===== src/hw/rtl/itar_pkg.sv =====
`timescale 1ns / 1ps
// ----------------------------------------------------------------------------
// itar_pkg
// Shared types, constants and the digit encoder for the integer-to-ASCII core.
// ----------------------------------------------------------------------------
package itar_pkg;

    localparam int RADIX_W = 6;
    localparam int CHAR_W  = 8;

    localparam logic [RADIX_W-1:0] RADIX_RESET = 6'd10;
    localparam logic [RADIX_W-1:0] RADIX_MIN   = 6'd2;
    localparam logic [RADIX_W-1:0] RADIX_MAX   = 6'd36;
    localparam logic [RADIX_W-1:0] RADIX_DEC   = 6'd10;

    localparam logic [CHAR_W-1:0] CHAR_ZERO  = 8'h30;
    localparam logic [CHAR_W-1:0] CHAR_A     = 8'h61;
    localparam logic [CHAR_W-1:0] CHAR_MINUS = 8'h2d;

    // Classification of one queued transaction
    typedef struct packed {
        logic               neg;
        logic [RADIX_W-1:0] base;
    } t_job_ctl;

    function automatic logic [CHAR_W-1:0] digit_to_ascii(input logic [RADIX_W-1:0] d);
        if (d < RADIX_DEC) begin
            return CHAR_ZERO + {2'b00, d};
        end else begin
            return CHAR_A + {2'b00, d} - {2'b00, RADIX_DEC};
        end
    endfunction

endpackage


===== src/hw/rtl/integer_to_ascii_radix_core.sv =====
`timescale 1ns / 1ps
// ----------------------------------------------------------------------------
// integer_to_ascii_radix_core
// Converts one integer per transaction into ASCII text in a configurable base.
//
//   channel | direction | handshake               | payload
//   --------+-----------+-------------------------+---------------------------
//   in      | input     | i_in_valid / o_in_stall | i_number
//   out     | output    | o_out_valid/i_out_stall | o_character, o_last_char
//   cfg     | input     | i_cfg_we                | i_cfg_data (radix)
//
// The long-division loop retires eight quotient bits a cycle, then the digit
// store feeds one character a cycle while the output is not stalled.
// A two-entry queue takes new numbers while the back end works.
// Reset is synchronous; the radix returns to ten.
// A stalled output holds the back end; the queue stalls the input when full.
// ----------------------------------------------------------------------------
module integer_to_ascii_radix_core #(
    parameter int VALUE_BITS  = 32,
    parameter int DIGIT_SLOTS = 32
) (
    input  logic                          i_clk,
    input  logic                          i_rst_n,
    input  logic                          i_cfg_we,
    input  logic [itar_pkg::RADIX_W-1:0]  i_cfg_data,
    input  logic                          i_in_valid,
    output logic                          o_in_stall,
    input  logic signed [VALUE_BITS-1:0]  i_number,
    output logic                          o_out_valid,
    input  logic                          i_out_stall,
    output logic [itar_pkg::CHAR_W-1:0]   o_character,
    output logic                          o_last_char
);

    logic                  job_valid;
    logic                  job_ready;
    logic [VALUE_BITS-1:0] job_mag;
    itar_pkg::t_job_ctl    job_ctl;

    itar_front #(
        .VALUE_BITS (VALUE_BITS)
    ) u_front (
        .i_clk       (i_clk),
        .i_rst_n     (i_rst_n),
        .i_cfg_we    (i_cfg_we),
        .i_cfg_data  (i_cfg_data),
        .i_in_valid  (i_in_valid),
        .o_in_stall  (o_in_stall),
        .i_number    (i_number),
        .o_job_valid (job_valid),
        .i_job_ready (job_ready),
        .o_job_mag   (job_mag),
        .o_job_ctl   (job_ctl)
    );

    itar_back #(
        .VALUE_BITS  (VALUE_BITS),
        .DIGIT_SLOTS (DIGIT_SLOTS)
    ) u_back (
        .i_clk       (i_clk),
        .i_rst_n     (i_rst_n),
        .i_job_valid (job_valid),
        .o_job_ready (job_ready),
        .i_job_mag   (job_mag),
        .i_job_ctl   (job_ctl),
        .o_out_valid (o_out_valid),
        .i_out_stall (i_out_stall),
        .o_character (o_character),
        .o_last_char (o_last_char)
    );

endmodule


===== src/hw/rtl/itar_ram.sv =====
`timescale 1ns / 1ps
// ----------------------------------------------------------------------------
// itar_ram
// Generic single-write, single-read RAM with registered read data.
// ----------------------------------------------------------------------------
module itar_ram #(
    parameter int WIDTH = 6,
    parameter int DEPTH = 32
) (
    input  logic                     i_clk,
    input  logic                     i_we,
    input  logic [$clog2(DEPTH)-1:0] i_waddr,
    input  logic [WIDTH-1:0]         i_wdata,
    input  logic                     i_re,
    input  logic [$clog2(DEPTH)-1:0] i_raddr,
    output logic [WIDTH-1:0]         o_rdata
);

    logic [WIDTH-1:0] r_mem [DEPTH];
    logic [WIDTH-1:0] r_rdata;

    always_ff @(posedge i_clk) begin
        if (i_we) begin
            r_mem[i_waddr] <= i_wdata;
        end
        if (i_re) begin
            r_rdata <= r_mem[i_raddr];
        end
    end

    assign o_rdata = r_rdata;

endmodule


===== src/hw/rtl/itar_front.sv =====
`timescale 1ns / 1ps
// ----------------------------------------------------------------------------
// itar_front
// Holds the radix register, classifies incoming numbers (sign, magnitude,
// effective base) and buffers them in a two-entry queue for the back end.
// ----------------------------------------------------------------------------
module itar_front #(
    parameter int VALUE_BITS = 32
) (
    input  logic                           i_clk,
    input  logic                           i_rst_n,
    input  logic                           i_cfg_we,
    input  logic [itar_pkg::RADIX_W-1:0]   i_cfg_data,
    input  logic                           i_in_valid,
    output logic                           o_in_stall,
    input  logic signed [VALUE_BITS-1:0]   i_number,
    output logic                           o_job_valid,
    input  logic                           i_job_ready,
    output logic [VALUE_BITS-1:0]          o_job_mag,
    output itar_pkg::t_job_ctl             o_job_ctl
);

    logic [itar_pkg::RADIX_W-1:0] r_radix;
    logic [itar_pkg::RADIX_W-1:0] eff_base;
    logic [VALUE_BITS-1:0]        raw;
    logic [VALUE_BITS-1:0]        mag;
    logic                         neg;

    logic [VALUE_BITS-1:0]   r_mag [2];
    itar_pkg::t_job_ctl      r_ctl [2];
    logic                    r_wp;
    logic                    r_rp;
    logic [1:0]              r_count;
    logic                    push;
    logic                    pop;

    always_ff @(posedge i_clk) begin
        if (!i_rst_n) begin
            r_radix <= itar_pkg::RADIX_RESET;
        end else if (i_cfg_we) begin
            r_radix <= i_cfg_data;
        end
    end

    always_comb begin
        unique if (r_radix < itar_pkg::RADIX_MIN) begin
            eff_base = itar_pkg::RADIX_MIN;
        end else if (r_radix > itar_pkg::RADIX_MAX) begin
            eff_base = itar_pkg::RADIX_MAX;
        end else begin
            eff_base = r_radix;
        end
    end

    // Only base ten is signed; other bases take the raw bit pattern
    assign raw = i_number;
    assign neg = (eff_base == itar_pkg::RADIX_DEC) && raw[VALUE_BITS-1];
    assign mag = neg ? (~raw + VALUE_BITS'(1)) : raw;

    assign o_in_stall  = (r_count == 2'd2);
    assign push        = i_in_valid && !o_in_stall;
    assign o_job_valid = (r_count != 2'd0);
    assign pop         = o_job_valid && i_job_ready;
    assign o_job_mag   = r_mag[r_rp];
    assign o_job_ctl   = r_ctl[r_rp];

    always_ff @(posedge i_clk) begin
        if (push) begin
            r_mag[r_wp]      <= mag;
            r_ctl[r_wp].neg  <= neg;
            r_ctl[r_wp].base <= eff_base;
        end
    end

    always_ff @(posedge i_clk) begin
        if (!i_rst_n) begin
            r_wp    <= 1'b0;
            r_rp    <= 1'b0;
            r_count <= 2'd0;
        end else begin
            if (push) begin
                r_wp <= ~r_wp;
            end
            if (pop) begin
                r_rp <= ~r_rp;
            end
            r_count <= r_count + {1'b0, push} - {1'b0, pop};
        end
    end

endmodule


===== src/hw/rtl/itar_back.sv =====
`timescale 1ns / 1ps
// ----------------------------------------------------------------------------
// itar_back
// Extracts digits by repeated long division (eight quotient bits a cycle),
// stores them least significant first, then emits the text most significant
// first through an output register.
// ----------------------------------------------------------------------------
module itar_back #(
    parameter int VALUE_BITS  = 32,
    parameter int DIGIT_SLOTS = 32
) (
    input  logic                          i_clk,
    input  logic                          i_rst_n,
    input  logic                          i_job_valid,
    output logic                          o_job_ready,
    input  logic [VALUE_BITS-1:0]         i_job_mag,
    input  itar_pkg::t_job_ctl            i_job_ctl,
    output logic                          o_out_valid,
    input  logic                          i_out_stall,
    output logic [itar_pkg::CHAR_W-1:0]   o_character,
    output logic                          o_last_char
);

    localparam int NCHUNK = (VALUE_BITS + 7) / 8;
    localparam int W      = NCHUNK * 8;
    localparam int CW     = (NCHUNK > 1) ? $clog2(NCHUNK) : 1;
    localparam int AW     = $clog2(DIGIT_SLOTS);
    localparam int RW     = itar_pkg::RADIX_W;

    localparam logic [2:0] ST_IDLE = 3'd0;
    localparam logic [2:0] ST_DIV  = 3'd1;
    localparam logic [2:0] ST_SIGN = 3'd2;
    localparam logic [2:0] ST_READ = 3'd3;
    localparam logic [2:0] ST_LOAD = 3'd4;

    logic [2:0]                 r_state,     n_state;
    logic [W-1:0]               r_work,      n_work;
    logic [RW-1:0]              r_rem,       n_rem;
    logic [CW-1:0]              r_chunk,     n_chunk;
    logic [AW-1:0]              r_cnt,       n_cnt;
    logic [AW-1:0]              r_idx,       n_idx;
    itar_pkg::t_job_ctl         r_ctl,       n_ctl;
    logic                       r_out_valid, n_out_valid;
    logic [itar_pkg::CHAR_W-1:0] r_char,     n_char;
    logic                       r_last,      n_last;

    logic [W-1:0]   div_work;
    logic [RW-1:0]  div_rem;
    logic           out_free;
    logic           ram_we;
    logic           ram_re;
    logic [AW-1:0]  ram_raddr;
    logic [RW-1:0]  ram_rdata;

    // Eight restoring-division steps on the top byte of the working word
    always_comb begin
        logic [RW:0]    t;
        logic [RW-1:0]  rem;
        logic [7:0]     qbits;
        logic [W+7:0]   wide;
        rem   = r_rem;
        qbits = '0;
        for (int k = 0; k < 8; k++) begin
            t = {rem, r_work[W-1-k]};
            if (t >= {1'b0, r_ctl.base}) begin
                qbits[7-k] = 1'b1;
                t          = t - {1'b0, r_ctl.base};
            end
            rem = t[RW-1:0];
        end
        wide     = {r_work, qbits};
        div_work = wide[W-1:0];
        div_rem  = rem;
    end

    assign out_free    = !r_out_valid || !i_out_stall;
    assign o_job_ready = (r_state == ST_IDLE);

    always_comb begin
        n_state     = r_state;
        n_work      = r_work;
        n_rem       = r_rem;
        n_chunk     = r_chunk;
        n_cnt       = r_cnt;
        n_idx       = r_idx;
        n_ctl       = r_ctl;
        n_out_valid = r_out_valid && i_out_stall;
        n_char      = r_char;
        n_last      = r_last;
        ram_we      = 1'b0;
        ram_re      = 1'b0;
        ram_raddr   = r_idx;
        unique case (r_state)
            ST_IDLE: begin
                if (i_job_valid) begin
                    n_work  = W'(i_job_mag);
                    n_ctl   = i_job_ctl;
                    n_rem   = '0;
                    n_chunk = '0;
                    n_cnt   = '0;
                    n_state = ST_DIV;
                end
            end
            ST_DIV: begin
                n_work = div_work;
                n_rem  = div_rem;
                if (r_chunk == CW'(NCHUNK - 1)) begin
                    // Digit complete: store remainder, continue on the quotient
                    ram_we  = 1'b1;
                    n_chunk = '0;
                    n_rem   = '0;
                    if (div_work == '0 || r_cnt == AW'(DIGIT_SLOTS - 1)) begin
                        n_idx   = r_cnt;
                        n_state = r_ctl.neg ? ST_SIGN : ST_READ;
                    end else begin
                        n_cnt = r_cnt + AW'(1);
                    end
                end else begin
                    n_chunk = r_chunk + CW'(1);
                end
            end
            ST_SIGN: begin
                if (out_free) begin
                    n_out_valid = 1'b1;
                    n_char      = itar_pkg::CHAR_MINUS;
                    n_last      = 1'b0;
                    n_state     = ST_READ;
                end
            end
            ST_READ: begin
                ram_re  = 1'b1;
                n_state = ST_LOAD;
            end
            ST_LOAD: begin
                if (out_free) begin
                    n_out_valid = 1'b1;
                    n_char      = itar_pkg::digit_to_ascii(ram_rdata);
                    n_last      = (r_idx == '0);
                    if (r_idx == '0) begin
                        n_state = ST_IDLE;
                    end else begin
                        // Prefetch the next lower digit while this one goes out
                        ram_re    = 1'b1;
                        ram_raddr = r_idx - AW'(1);
                        n_idx     = r_idx - AW'(1);
                    end
                end
            end
            default: begin
                n_state = ST_IDLE;
            end
        endcase
    end

    always_ff @(posedge i_clk) begin
        if (!i_rst_n) begin
            r_state     <= ST_IDLE;
            r_out_valid <= 1'b0;
            r_chunk     <= '0;
            r_cnt       <= '0;
        end else begin
            r_state     <= n_state;
            r_out_valid <= n_out_valid;
            r_chunk     <= n_chunk;
            r_cnt       <= n_cnt;
        end
    end

    always_ff @(posedge i_clk) begin
        r_work <= n_work;
        r_rem  <= n_rem;
        r_idx  <= n_idx;
        r_ctl  <= n_ctl;
        r_char <= n_char;
        r_last <= n_last;
    end

    itar_ram #(
        .WIDTH (RW),
        .DEPTH (DIGIT_SLOTS)
    ) u_digit_store (
        .i_clk   (i_clk),
        .i_we    (ram_we),
        .i_waddr (r_cnt),
        .i_wdata (div_rem),
        .i_re    (ram_re),
        .i_raddr (ram_raddr),
        .o_rdata (ram_rdata)
    );

    assign o_out_valid = r_out_valid;
    assign o_character = r_char;
    assign o_last_char = r_last;

`ifndef SYNTHESIS
    a_rem_below_base: assert property (@(posedge i_clk) disable iff (!i_rst_n)
        (r_state == ST_DIV) |-> (r_rem < r_ctl.base))
        else $error("partial remainder not below base");

    a_base_in_range: assert property (@(posedge i_clk) disable iff (!i_rst_n)
        (r_state != ST_IDLE) |->
        (r_ctl.base >= itar_pkg::RADIX_MIN && r_ctl.base <= itar_pkg::RADIX_MAX))
        else $error("working base out of range");

    a_digit_below_base: assert property (@(posedge i_clk) disable iff (!i_rst_n)
        (r_state == ST_LOAD) |-> (ram_rdata < r_ctl.base))
        else $error("stored digit not below base");

    a_last_ends_job: assert property (@(posedge i_clk) disable iff (!i_rst_n)
        (r_state == ST_LOAD && out_free && r_idx == '0) |=>
        (r_state == ST_IDLE && r_out_valid && r_last))
        else $error("final character did not end the transaction");
`endif

endmodule


===== config.mk =====
export PLATFORM = sky130hd
export DESIGN_NAME = integer_to_ascii_radix_core
export DESIGN_NICKNAME = d
export VERILOG_FILES = /design/src/hw/rtl/itar_pkg.sv /design/src/hw/rtl/integer_to_ascii_radix_core.sv /design/src/hw/rtl/itar_ram.sv /design/src/hw/rtl/itar_front.sv /design/src/hw/rtl/itar_back.sv
export SDC_FILE = /design/constraint.sdc
export NUM_CORES = 1
export LEC_CHECK = 0
export ABC_AREA = 1
export BUFFER_PORTS_ARGS = -buffer_cell sky130_fd_sc_hd__clkbuf_2
export CAP_MARGIN = 20
export CORE_AREA = 2 2 192 175
export CTS_BUF_LIST = sky130_fd_sc_hd__clkbuf_8
export DETAILED_ROUTE_END_ITERATION = 8
export DIE_AREA = 0 0 194 177
export PLACE_DENSITY_LB_ADDON = 0.1
export SETUP_SLACK_MARGIN = 0.02
export SYNTH_ARGS = -nofsm -noshare
export SYNTH_HDL_FRONTEND = slang
export SYNTH_SLANG_ARGS = --single-unit

===== constraint.sdc =====
create_clock -name i_clk -period 25.6 [get_ports i_clk]
set_clock_uncertainty 0.2 [all_clocks]
set_input_delay 3.84 -clock i_clk [delete_from_list [all_inputs] [get_ports i_clk]]
set_output_delay 3.84 -clock i_clk [all_outputs]
set_load 0.005 [all_outputs]

Word-level counts from Yosys, hierarchy flattened
Memories as Yosys holds them, arrays and structs flattened. A register that Yosys moved wholly into a read port is not among the register bits.
Index checks and enable logic that the tools add are counted.
{"block": "word_totals", "ram_bits": 270, "wordCells": 150, "register_bits": 73, "inputBits": 43, "output_inout_bits": 11, "mem_count": 3}
{"name": "u_back.u_digit_store.r_mem", "words": 32, "width": 6, "rd": 1, "rd_clocked_by_memory_dff": 1, "write_ports": 1, "line_no": "itar_ram.sv:19", "source": "logic [WIDTH-1:0] r_mem [DEPTH];"}
{"name": "u_front.r_mag", "words": 2, "width": 32, "rd": 1, "rd_clocked_by_memory_dff": 1, "write_ports": 1, "line_no": "itar_front.sv:29", "source": "logic [VALUE_BITS-1:0] r_mag [2];"}
{"name": "u_front.r_ctl", "words": 2, "width": 7, "rd": 1, "rd_clocked_by_memory_dff": 1, "write_ports": 1, "line_no": "itar_front.sv:30", "source": "itar_pkg::t_job_ctl r_ctl [2];"}
{"block": "classes", "n_addsub": 17, "bitwise": 3, "reduce_logical": 23, "magnitude_cmp": 11, "n_eq_ne": 15, "muxes": 65}
{"op": "2-to-1 mux 6 bit", "n": 12}
{"op": "2-to-1 mux 32 bit", "n": 2}
{"op": "case mux 32 bit (2 select lines)", "n": 1}
{"op": "greater-or-equal comparator 7 x 6 -> 1 bit", "n": 8}
{"op": "subtractor 6 bit", "n": 8}
{"op": "2-to-1 mux 5 bit", "n": 8}
{"op": "adder 32 x 1 -> 32 bit (second input constant)", "n": 1}
{"op": "zero test 32 bit", "n": 1}
{"op": "inverter 32 bit", "n": 1}
{"op": "2-to-1 mux 8 bit", "n": 3}
{"op": "2-to-1 mux 1 bit", "n": 23}
{"op": "case mux 5 bit (2 select lines)", "n": 2}
{"op": "2-to-1 mux 3 bit", "n": 6}
{"op": "case mux 8 bit (2 select lines)", "n": 1}
{"op": "case mux 3 bit (5 select lines)", "n": 1}
{"op": "!= test 2 x 1 -> 1 bit (second input constant)", "n": 6}
{"op": "case mux 6 bit (2 select lines)", "n": 1}
{"op": "adder 7 x 6 -> 8 bit (first input constant)", "n": 1}
{"op": "nonzero test 2 bit", "n": 4}
{"op": "subtractor 8 x 4 -> 8 bit (second input constant)", "n": 1}
{"op": "adder 6 x 6 -> 7 bit (first input constant)", "n": 1}
{"op": "== test 3 x 2 -> 1 bit (second input constant)", "n": 2}
{"op": "== test 6 x 4 -> 1 bit (second input constant)", "n": 1}
{"op": "greater-than comparator 6 bit (second input constant)", "n": 1}
{"op": "other kinds (26)", "n": 38}

Depth between registers and ports, before layout
Gate-level depths: netlist of the first run.
{"block": "depth", "word_depth": 21, "mapped_depth": 85, "mapped_depth_nobuf": 84}

Cells and area by module
A second synthesis of the first run with hierarchy kept.
{"block": "unflattened", "hier_cells": 1977, "area_unflattened_um2": 19028.2}
{"module": "itar_ram", "instances": 1, "seq_area_each_um2": 5945.7, "cells_each": 704, "area_each_um2": 8137.8}
{"module": "itar_back", "instances": 1, "seq_area_each_um2": 1991.9, "cells_each": 789, "area_each_um2": 6159.7}
{"module": "itar_front", "instances": 1, "seq_area_each_um2": 2562.5, "cells_each": 484, "area_each_um2": 4730.8}

Least setup slack after synthesis of the first run
Ideal clock, no wire load.
{"block": "synth_path", "path_type": "register to register", "from": "register u_back.r_ctl[1] (netlist bit)", "to": "memory u_back.u_digit_store.r_mem[0][1] (data pin)", "arrival_time_ns": 12.391, "t_required_ns": 25.129, "stages_incl_launch_ff": 81, "period_less_slack_ns": 12.862, "setup_time_ns": 0.271, "path_buffers": 1, "setup_slack_ns": 12.738, "cell_sequence": "edfxtp_1 -> inv_1 -> ha_1 -> nand2_1 -> nor2_1 -> nand2_1 -> nand3_4 -> o21ai_0 -> ha_1 -> nand2_1 -> inv_1 -> a21oi_1 -> inv_1 -> a21oi_1 -> nand3_4 -> inv_1 -> nand2_1 -> nand2_1 -> [... 45 more ...] -> o21ai_0 -> nand2_1 -> nor2_4 -> buf_4 -> nand2_1 -> o21ai_1 -> ha_1 -> a21oi_1 -> o21bai_1 -> a21oi_1 -> o21bai_1 -> a211oi_1 -> a21boi_2 -> nand2_4 -> clkinv_4 -> or2_1 -> o21ai_2 -> inv_1"}
{"block": "synth_between", "elab_chain_len": 16, "elab_cells_between_ends": 24, "cone_classes": "8 x add/sub; 8 x order compare; 8 x mux"}
{"item": "from (decl)", "line_no": "itar_back.sv:42", "source": "itar_pkg::t_job_ctl r_ctl, n_ctl;"}
{"item": "from (signal assigned)", "line_no": "itar_back.sv:173", "source": "r_ctl <= n_ctl;"}
{"item": "subtractor 6 bit or greater-or-equal comparator 7 x 6 -> 1 bit (tied branches)", "line_no": "itar_back.sv:67, itar_back.sv:65"}
{"item": "2-to-1 mux 6 bit", "line_no": "itar_back.sv:65", "source": "if (t >= {1'b0, r_ctl.base}) begin"}
{"item": "subtractor 6 bit or greater-or-equal comparator 7 x 6 -> 1 bit (tied branches)", "line_no": "itar_back.sv:67, itar_back.sv:65"}
{"item": "2-to-1 mux 6 bit", "line_no": "itar_back.sv:65"}
{"item": "subtractor 6 bit or greater-or-equal comparator 7 x 6 -> 1 bit (tied branches)", "line_no": "itar_back.sv:67, itar_back.sv:65"}
{"item": "2-to-1 mux 6 bit", "line_no": "itar_back.sv:65"}
{"item": "subtractor 6 bit or greater-or-equal comparator 7 x 6 -> 1 bit (tied branches)", "line_no": "itar_back.sv:67, itar_back.sv:65"}
{"item": "2-to-1 mux 6 bit", "line_no": "itar_back.sv:65"}
{"item": "subtractor 6 bit or greater-or-equal comparator 7 x 6 -> 1 bit (tied branches)", "line_no": "itar_back.sv:67, itar_back.sv:65"}
{"item": "2-to-1 mux 6 bit", "line_no": "itar_back.sv:65"}
{"item": "greater-or-equal comparator 7 x 6 -> 1 bit or subtractor 6 bit (tied branches)", "line_no": "itar_back.sv:65, itar_back.sv:67"}
{"item": "2-to-1 mux 6 bit", "line_no": "itar_back.sv:65"}
{"item": "greater-or-equal comparator 7 x 6 -> 1 bit or subtractor 6 bit (tied branches)", "line_no": "itar_back.sv:65, itar_back.sv:67"}
{"item": "2-to-1 mux 6 bit", "line_no": "itar_back.sv:65"}
{"item": "subtractor 6 bit or greater-or-equal comparator 7 x 6 -> 1 bit (tied branches)", "line_no": "itar_back.sv:67, itar_back.sv:65"}
{"item": "2-to-1 mux 6 bit *", "line_no": "itar_back.sv:65"}
{"item": "via u_back.div_rem[1]", "line_no": "itar_back.sv:48", "source": "logic [RW-1:0] div_rem;"}
{"item": "to (decl)", "line_no": "itar_ram.sv:19"}
The timed path passes the listed nets; every way through them passes the cells marked *.

Worst setup path in the final report of the first run
{"block": "layout_path", "from": "register u_back.r_ctl[1] (netlist bit)", "to": "memory u_back.u_digit_store.r_mem[21][1] (data pin)"}
The elaborated chain is that of the path after synthesis.

==> results of run 1 <==
worst max-delay path: cells and delay by family, from the launching register on:
family | cells | cell delay [ns]
compound gates | 36 | 6.69
simple gates | 23 | 2.85
fa+ha+maj | 8 | 2.68
buf+inv | 8 | 1.72
flops | 1 | 0.62
final timing paths:
check / startpoint / endpoint / slack (ns)
max: u_back.r_ctl[1] / u_back.u_digit_store.r_mem[21][1] / 10.48
min: u_front.r_count[1] / u_front.r_count[1] / 0.26
max reg2reg: u_back.r_ctl[1] / u_back.u_digit_store.r_mem[21][1] / 10.48
min reg2reg: u_front.r_count[1] / u_front.r_count[1] / 0.26
kinds of logic after synthesis:
kind of cell / count (synthesis) / share of synthesized area
AO/OA/AOI/OAI: 354 / 0.124
AND/OR/NAND/NOR: 609 / 0.149
adder cells (fa/ha/maj): 71 / 0.0530
XOR/XNOR: 63 / 0.0308
buffers and inverters: 246 / 0.0521
flip-flops: 357 / 0.587
multiplexers: 8 / 0.00447
metal layers:
| layer | global-route usage | vias to the layer above |
|---|---|---|
| met1 | 0.363 | 6008 |
| met3 | 0.0341 | 60 |
| li1 | - | 6158 |
| met2 | 0.357 | 350 |
| met5 | 0 | - |
| met4 | 0.0524 | 0 |
registers in the layout (all words and copies together), names as in the netlist, named ones only:
name and count:
u_back.u_digit_store.r_mem 192, u_front.r_mag 64, u_back.r_work 32, u_front.r_ctl 14
u_back.o_character 8, u_back.r_ctl 7, u_back.r_rem 6, u_back.u_digit_store.o_rdata 6
u_front.r_radix 6, u_back.r_cnt 5, u_back.r_idx 5, u_back.r_state 3
u_back.r_chunk 2, u_front.r_count 2, u_back.o_last_char 1, u_back.o_out_valid 1
u_front.r_rp 1, u_front.r_wp 1
metrics by stage:
stage / instances / util / setup WS, ns
2_1_floorplan: 1708 / - / 12.74
5_1_grt: 2243 / 0.605 / 8.72
6_report: 2243 / 0.605 / 10.48
3_3_place_gp: 2136 / 0.573 / 11.29
3_5_place_dp: 2136 / 0.573 / 10.64
4_1_cts: 2240 / 0.604 / 10.61
Yosys cell counts, types with 6 or more instances:
cell type,number
edfxtp_1,335
nor2_1,241
nand2_1,236
inv_1,179
o21ai_0,137
ha_1,63
a21oi_1,56
clkbuf_1,53
nand3_1,40
xor2_1,39
o211ai_1,34
o21bai_1,32
o311ai_0,31
nand4_1,25
nor3_1,24
xnor2_1,24
dfxtp_1,22
o32ai_1,17
o21ai_1,14
a31oi_1,9
fa_1,8
mux2i_1,8
nand3_4,7
buf_1,6
nor4_1,6
o21ai_2,6
layout make-up:
type	count	share of cell area
clock buffers	55	0.0385
flip-flops and latches	357	0.534
well taps	422	0.0269
multi-input cells	1105	0.331
repair buffers	70	0.0216
clock inverters	49	0.0121
inverters	185	0.0356
cells in the final DEF (no fill, tap or decap), drive strengths merged, types with 34 or more instances in the layout:
master | synthesis | final
a21oi | 57 | 57
clkbuf | 53 | 108
edfxtp | 335 | 335
ha | 63 | 63
inv | 182 | 207
nand2 | 246 | 246
nand3 | 50 | 50
nor2 | 246 | 246
o211ai | 34 | 34
o21ai | 157 | 157
xor2 | 39 | 39
==> impl_metrics.csv, run 1 <==
group,metric,value,unit
status,run_status,"complete, no violations",
placement,port_buffers,53,
sta,max_freq,0.0662,GHz
synth,synth.area.top_cells,"edfxtp_1, nor2_1, nand2_1",
synth,synthCells,1708,
synth,synth_largest_area_cell,"edfxtp_1",
clock_network,clk_latency,0.61,ns
final_layout,multi_input_area,6510,um2
sta,setup_viol,0,
placement,post-dp-hpwl,26800,um
worst_setup_path,cp_common_cell,"a21oi_1",
synth,synth-async-reset-ratio,0,
final_layout,nFillCells,2671,
worst_setup_path,startpoint_type,"flop",
synth,synth_nets,1822,
routing,ant_nets,0,
routing,wirelength,40400,um
worst_setup_path,crit_path_max_incr_delay,0.72,ns
placement,placed_area,18600,um2
sta,worst_slew_pin_slew,1.06,ns
synth,synth_edf_count,335,
final_layout,fin_area,19700,um2
clock_network,postCtsSetupRepairBufs,0,
clock_network,clkTransAtPathRegs,0.06,ns
die,ios,54,
worst_setup_path,crit_arrival,15.16,ns
global_route,antenna_found_initial,0,
sta,slew_violations,0,
sta,tns,0,ns
routing,drc,0,
routing,wl_met2,17600,um
sta,whs,0.265,ns
flow_run,maxCapViolations,0,
synth,yosys.area.top_type_share,0.562,
synth,ys_seq_area_frac,0.587,
routing,first_pass_iters,5,
sta,slew_headroom,0.284,
worst_setup_path,cp.required,25.65,ns
clock_network,numCtsBuffers,55,
sta,rsz0062_at_grt,"false",
routing,wl_met3,2590,um
synth,synth_area_per_cell,10.5,um2
clock_network,cts.htree.levels,2,
die,initial_core_util,0.551,
sta,fin_crit_sh,0.590,
die,rows,63,
die,die_h,177,um
global_route,grt_pass1_vias,12000,
worst_setup_path,ff2ff_path_depth,75,
final_layout,fin_nets,1888,
sta,min_period,15.12,ns
routing,maxUsedRoutingLayer,"met4",
hold_path,holdCritPathClass,"flop to flop",
synth,syn_area,17900,um2
synth,yosysWarnings,0,
final_layout,syn_to_final_growth,9.80,%
global_route,grt_usage,0.236,
hold_path,hold_depth,1,
worst_setup_path,crit_type,"flop to flop",
worst_setup_path,cp_max_fo,32,
routing,vias_per_cell,5.61,
clock_network,cts_resized,0,
die,die-area,34300,um2
synth,ys_ff_latch,357,
clock_network,root_buffer,"clkbuf_8",
global_route,grt_overflow,0,
clock_network,cts.sinks,357,
routing,wl_met1,19500,um
final_layout,drive_above_1_share,0.0999,
routing,num_vias,12600,
sta,finalHoldViolations,0,
final_layout,n_antenna_cell,0,
worst_setup_path,crit_path_end_kind,"flop",
clock_network,holdBufCountCts,0,
final_layout,register_area,10500,um2
synth,synth_ff_type,"edfxtp_1",
die,coreArea,32500,um2
global_route,grt_pass1_wl,64000,um
routing,wl_per_cell,18.0,um
clock_network,tritoncts,"built",
die,fp.dieW,194,um
synth,synth_cell_type_count,56,
routing,drt-initial-drc-count,976,
clock_network,cts_buffer_depth,3,
worst_setup_path,slowest_stage,"inv_1",
placement,gp_congestion,0.890,
global_route,grt_max_degree,97,
Power of run 1 is not shown: default switching activity piles up to over one toggle a cycle in this logic, so the estimate is an artifact.
==> run 2: changes to the inputs <==
==> constraint.sdc (replaced) <==
create_clock -name i_clk -period 13.35 [get_ports i_clk]
set_clock_uncertainty 0.2 [all_clocks]
set_input_delay 2.0025 -clock i_clk [delete_from_list [all_inputs] [get_ports i_clk]]
set_output_delay 2.0025 -clock i_clk [all_outputs]
set_load 0.005 [all_outputs]
==> impl_metrics.csv, run 2 (same netlist as run 1, synthesis figures left out) <==
group,metric,value,unit
status,run_status,"complete, no violations",
worst_setup_path,worst-path-stages,77,
hold_path,hold_depth,1,
clock_network,holdBufCountCts,0,
final_layout,most-common-layout-cells,"edfxtp_1, nor2_1, nand2_1",
clock_network,cts.htree.levels,2,
die,fp.dieW,194,um
die,ios,54,
clock_network,numCtsBuffers,56,
die,coreArea,32500,um2
final_layout,drive_above_1_share,0.145,
sta,setup_viol,0,
clock_network,root_buffer,"clkbuf_8",
final_layout,top_regs,"u_back.u_digit_store.r_mem (192), u_front.r_mag (64), u_back.r_work (32)",
worst_setup_path,critPathBufInv,9,
sta,min_period,12.53,ns
hold_path,holdCritPathClass,"flop to flop",
worst_setup_path,cp_max_fo,16,
sta,slew_violations,0,
clock_network,tritoncts,"built",
sta,fin_crit_sh,0.938,
global_route,antenna_found_initial,3,
placement,place_ws,-0.548,ns
final_layout,final_util,0.624,
clock_network,clkTransAtPathRegs,0.06,ns
worst_setup_path,cpLargestDelayFamily,"compound AO/OA/AOI/OAI gates",
routing,ant_nets,0,
global_route,grt_pass1_vias,11900,
routing,drc,0,
flow_run,maxCapViolations,0,
routing,first_pass_iters,7,
placement,gp_congestion,0.948,
worst_setup_path,ff2ff_path_depth,77,
sta,slew_headroom,0.279,
global_route,grt_overflow,0,
final_layout,syn_to_final_growth,13.2,%
final_layout,fin_area,20300,um2
placement,port_buffers,53,
worst_setup_path,crit_arrival,12.65,ns
clock_network,cts_buffer_depth,3,
die,rows,63,
final_layout,final_common_cell,"edfxtp_1",
placement,post-dp-hpwl,27200,um
sta,worst_slew_pin_slew,1.07,ns
clock_network,cts.sinks,357,
worst_setup_path,slowest_stage,"edfxtp_1",
die,initial_core_util,0.551,
clock_network,clk_latency,0.61,ns
global_route,grt_usage,0.237,
sta,finalHoldViolations,0,
worst_setup_path,startpoint_type,"flop",
worst_setup_path,crit_path_max_incr_delay,0.46,ns
die,die-area,34300,um2
routing,wl_per_cell,18.1,um
routing,vias_per_cell,5.62,
worst_setup_path,crit_type,"flop to flop",
final_layout,fin_nets,1928,
sta,max_freq,0.0798,GHz
final_layout,nFillCells,2676,
global_route,grt_pass1_wl,63800,um
global_route,grt_max_degree,77,
sta,setup_slack,0.824,ns
die,die_h,177,um
final_layout,top_register,"u_back.u_digit_store.r_mem",
worst_setup_path,cp.required,13.47,ns
worst_setup_path,cp_common_cell,"nand2_1",
routing,wirelength,41300,um
routing,drt-initial-drc-count,1083,
placement,placed_area,18700,um2
final_layout,largest_reg_flops,192,
worst_setup_path,crit_path_end_kind,"flop",
routing,num_vias,12800,
sta,tns,0,ns
## run 2: changes by cell type in the layout (fill, tap and decap cells not counted), sizes merged
cell      delta
buf         +37
clkinv      -12
clkbuf       +9
inv          -5
clkinvlp     +3
diode        +2
bufinv       -1
## run 2: path summary, 6_finish.rpt
path | start | end | slack, ns
max reg2reg | u_back.r_rem[1] | u_back.u_digit_store.r_mem[21][1] | 0.82
min | u_front.r_count[1] | u_front.r_count[1] | 0.25
min reg2reg | u_front.r_count[1] | u_front.r_count[1] | 0.25
max | u_back.r_rem[1] | u_back.u_digit_store.r_mem[21][1] | 0.82
## run 2: worst reg2reg max path: cells and delay by family, from the launching register on
family                   cells  cell delay (ns)
AO/OA/AOI/OAI               32             4.93
flip-flops                   1             0.46
AND/OR/NAND/NOR             28             3.02
buffers and inverters        9             1.11
adder cells (fa/ha/maj)      8             2.53
## run 2: cell type report
class                   count  area (um2)  area share
inverters                 185         713      0.0352
well taps                 422         528      0.0261
repair inverters            2        15.0    0.000741
multi-input cells        1105        6750       0.333
clock buffers              64         881      0.0435
flip-flops and latches    357       10500       0.518
repair buffers            107         724      0.0358
clock inverters            32         145     0.00716
diodes                      2        5.00    0.000247
## run 2: repair_timing
item,4_1_cts,5_1_grt
pin swaps,2,18
setup endpoints to repair,200,212
setup buffers,8,14
cloned,2,0
resized for setup,14,48
## run 2: per-layer routing
metal | routed length (um) | up-vias | GRT usage
met5 | 0 | - | 0
met4 | 762 | 0 | 0.0634
met3 | 2920 | 65 | 0.0415
met2 | 17900 | 410 | 0.354
met1 | 19700 | 6102 | 0.359
li1 | - | 6225 | -
## run 2: stage by stage
step / std cells / hold slack [ns]
global route: 2275 / 0.265
finish: 2276 / 0.251
CTS: 2258 / 0.252
detailed placement: 2152 / 0.242
global placement: 2152 / 0.241
floorplan: 1708 / 0.222
Power of run 2 is left out for the same reason.
==> run 3: changes to the inputs <==
--- a/config.mk
+++ b/config.mk
@@ -8,10 +8,10 @@
 export ABC_AREA = 1
 export BUFFER_PORTS_ARGS = -buffer_cell sky130_fd_sc_hd__clkbuf_2
 export CAP_MARGIN = 20
-export CORE_AREA = 2 2 192 175
+export CORE_AREA = 2 2 187 171
 export CTS_BUF_LIST = sky130_fd_sc_hd__clkbuf_8
 export DETAILED_ROUTE_END_ITERATION = 8
-export DIE_AREA = 0 0 194 177
+export DIE_AREA = 0 0 189 173
 export PLACE_DENSITY_LB_ADDON = 0.1
 export SETUP_SLACK_MARGIN = 0.02
 export SYNTH_ARGS = -nofsm -noshare
==> impl_metrics.csv, run 3 (same netlist as run 1, synthesis figures left out) <==
group,metric,value,unit
die,die_h,173,um
sta,worst_slew_pin_slew,1.09,ns
clock_network,cts.htree.levels,2,
final_layout,fin_nets,1947,
routing,wl_met3,3170,um
placement,post-dp-hpwl,27600,um
worst_setup_path,r2r_slack,0.61,ns
hold_path,hold_depth,1,
placement,port_buffers,53,
sta,max_freq,0.0785,GHz
routing,wl_met1,19400,um
global_route,grt_max_degree,97,
worst_setup_path,reg2reg_to,"u_back.u_digit_store.r_mem[31][1]",
hold_path,holdCritPathClass,"flop to flop",
clock_network,clkTransAtPathRegs,0.06,ns
final_layout,syn_to_final_growth,13.8,%
worst_setup_path,cp_max_fo,9,
sta,setup_viol,0,
routing,wirelength,42200,um
sta,whs,0.252,ns
global_route,antenna_found_initial,1,
die,fp.dieW,189,um
routing,vias_per_cell,5.70,
sta,setup_slack,0.613,ns
clock_network,root_buffer,"clkbuf_8",
worst_setup_path,cp_common_cell,"nand2_1",
hold_path,min-delay-start,"u_front.r_count[1]",
worst_setup_path,startpoint_type,"flop",
routing,ant_nets,0,
clock_network,numCtsBuffers,57,
final_layout,n_antenna_cell,0,
placement,place_ws,-0.682,ns
worst_setup_path,ff2ff_path_depth,78,
sta,finalHoldViolations,0,
hold_path,hold_end,"u_front.r_count[1]",
die,initial_core_util,0.585,
clock_network,tritoncts,"built",
sta,fin_crit_sh,0.954,
clock_network,cts.sinks,357,
routing,drc,0,
worst_setup_path,crit_path_end_kind,"flop",
worst_setup_path,slowest_stage,"edfxtp_1",
sta,slew_violations,0,
worst_setup_path,timing.rr.start,"u_back.r_rem[2]",
final_layout,fin_area,20400,um2
flow_run,maxCapViolations,0,
global_route,grt_pass1_vias,12500,
worst_setup_path,cp.required,13.51,ns
worst_setup_path,crit_type,"flop to flop",
sta,slew_headroom,0.267,
clock_network,clk_latency,0.62,ns
routing,drt-initial-drc-count,1222,
status,run_status,"complete, no violations",
worst_setup_path,crit_path_max_incr_delay,0.41,ns
die,die-area,32700,um2
final_layout,final_common_cell,"edfxtp_1",
global_route,grt_overflow,0,
final_layout,final_util,0.666,
routing,wl_per_cell,18.5,um
final_layout,top_regs,"u_back.u_digit_store.r_mem (192), u_front.r_mag (64), u_back.r_work (32)",
final_layout,top_register,"u_back.u_digit_store.r_mem",
die,rows,61,
global_route,grt_usage,0.260,
die,coreArea,30600,um2
final_layout,largest_reg_flops,192,
routing,maxUsedRoutingLayer,"met5",
worst_setup_path,crit_arrival,12.89,ns
die,ios,54,
final_layout,drive_above_1_share,0.146,
global_route,grt_pass1_wl,66500,um
clock_network,cts_buffer_depth,3,
sta,min_period,12.74,ns
routing,first_pass_iters,5,
final_layout,most-common-layout-cells,"edfxtp_1, nor2_1, nand2_1",
placement,placed_area,18700,um2
placement,gp_congestion,0.919,
routing,wl_met2,18700,um
routing,num_vias,13000,
run 3: per-stage QoR:
step	cells	setup TNS, ns
finish	2286	0
global route	2286	-10.52
CTS	2261	0
detailed placement	2141	-95.20
global placement	2141	0
floorplan	1708	0
run 3: how the worst max path moves through the flow:
stage	startpoint	end	slack, ns	depth (start not counted)
after floorplan	u_back.r_ctl[1]	u_back.u_digit_store.r_mem[0][1]	0.49	80
after global placement	u_back.r_work[31]	u_back.u_digit_store.r_mem[23][1]	0.06	80
after detailed placement	u_back.r_rem[1]	u_back.u_digit_store.r_mem[21][1]	-0.68	77
after CTS	u_back.r_rem[1]	u_back.u_digit_store.r_mem[1][1]	0.08	78
after global routing	u_back.r_ctl[2]	u_back.u_digit_store.r_mem[31][1]	-0.14	83
final	u_back.r_rem[2]	u_back.u_digit_store.r_mem[31][1]	0.61	78
run 3: cell type report:
class / instances / area, um2
fill: 2389 / 10200
inverter: 185 / 716
timing repair buffer: 123 / 848
clock inverter: 43 / 241
tap: 409 / 512
timing repair inverter: 3 / 22.5
multi-input combinational: 1106 / 6710
clock buffer: 60 / 826
sequential: 357 / 10500
run 3: what timing repair did:
action	CTS	global route
endpoints found under the setup margin	201	212
buffers inserted	14	22
resized for setup	19	40
pin swaps	2	19
gates cloned	3	1
hold buffers	0	0
run 3: critical path: cells and delay by family (launching register included):
| family | cells | cell delay (ns) |
|---|---|---|
| fa+ha+maj | 8 | 2.58 |
| buf+inv | 10 | 1.18 |
| flops | 1 | 0.41 |
| simple gates | 25 | 2.87 |
| compound gates | 35 | 5.25 |
run 3: routing by layer:
| layer | track usage | up-vias |
|---|---|---|
| met2 | 0.386 | 463 |
| met5 | 0 | - |
| met3 | 0.0501 | 81 |
| met1 | 0.391 | 6209 |
| met4 | 0.0739 | 2 |
| li1 | - | 6266 |
Power of run 3 is left out for the same reason.
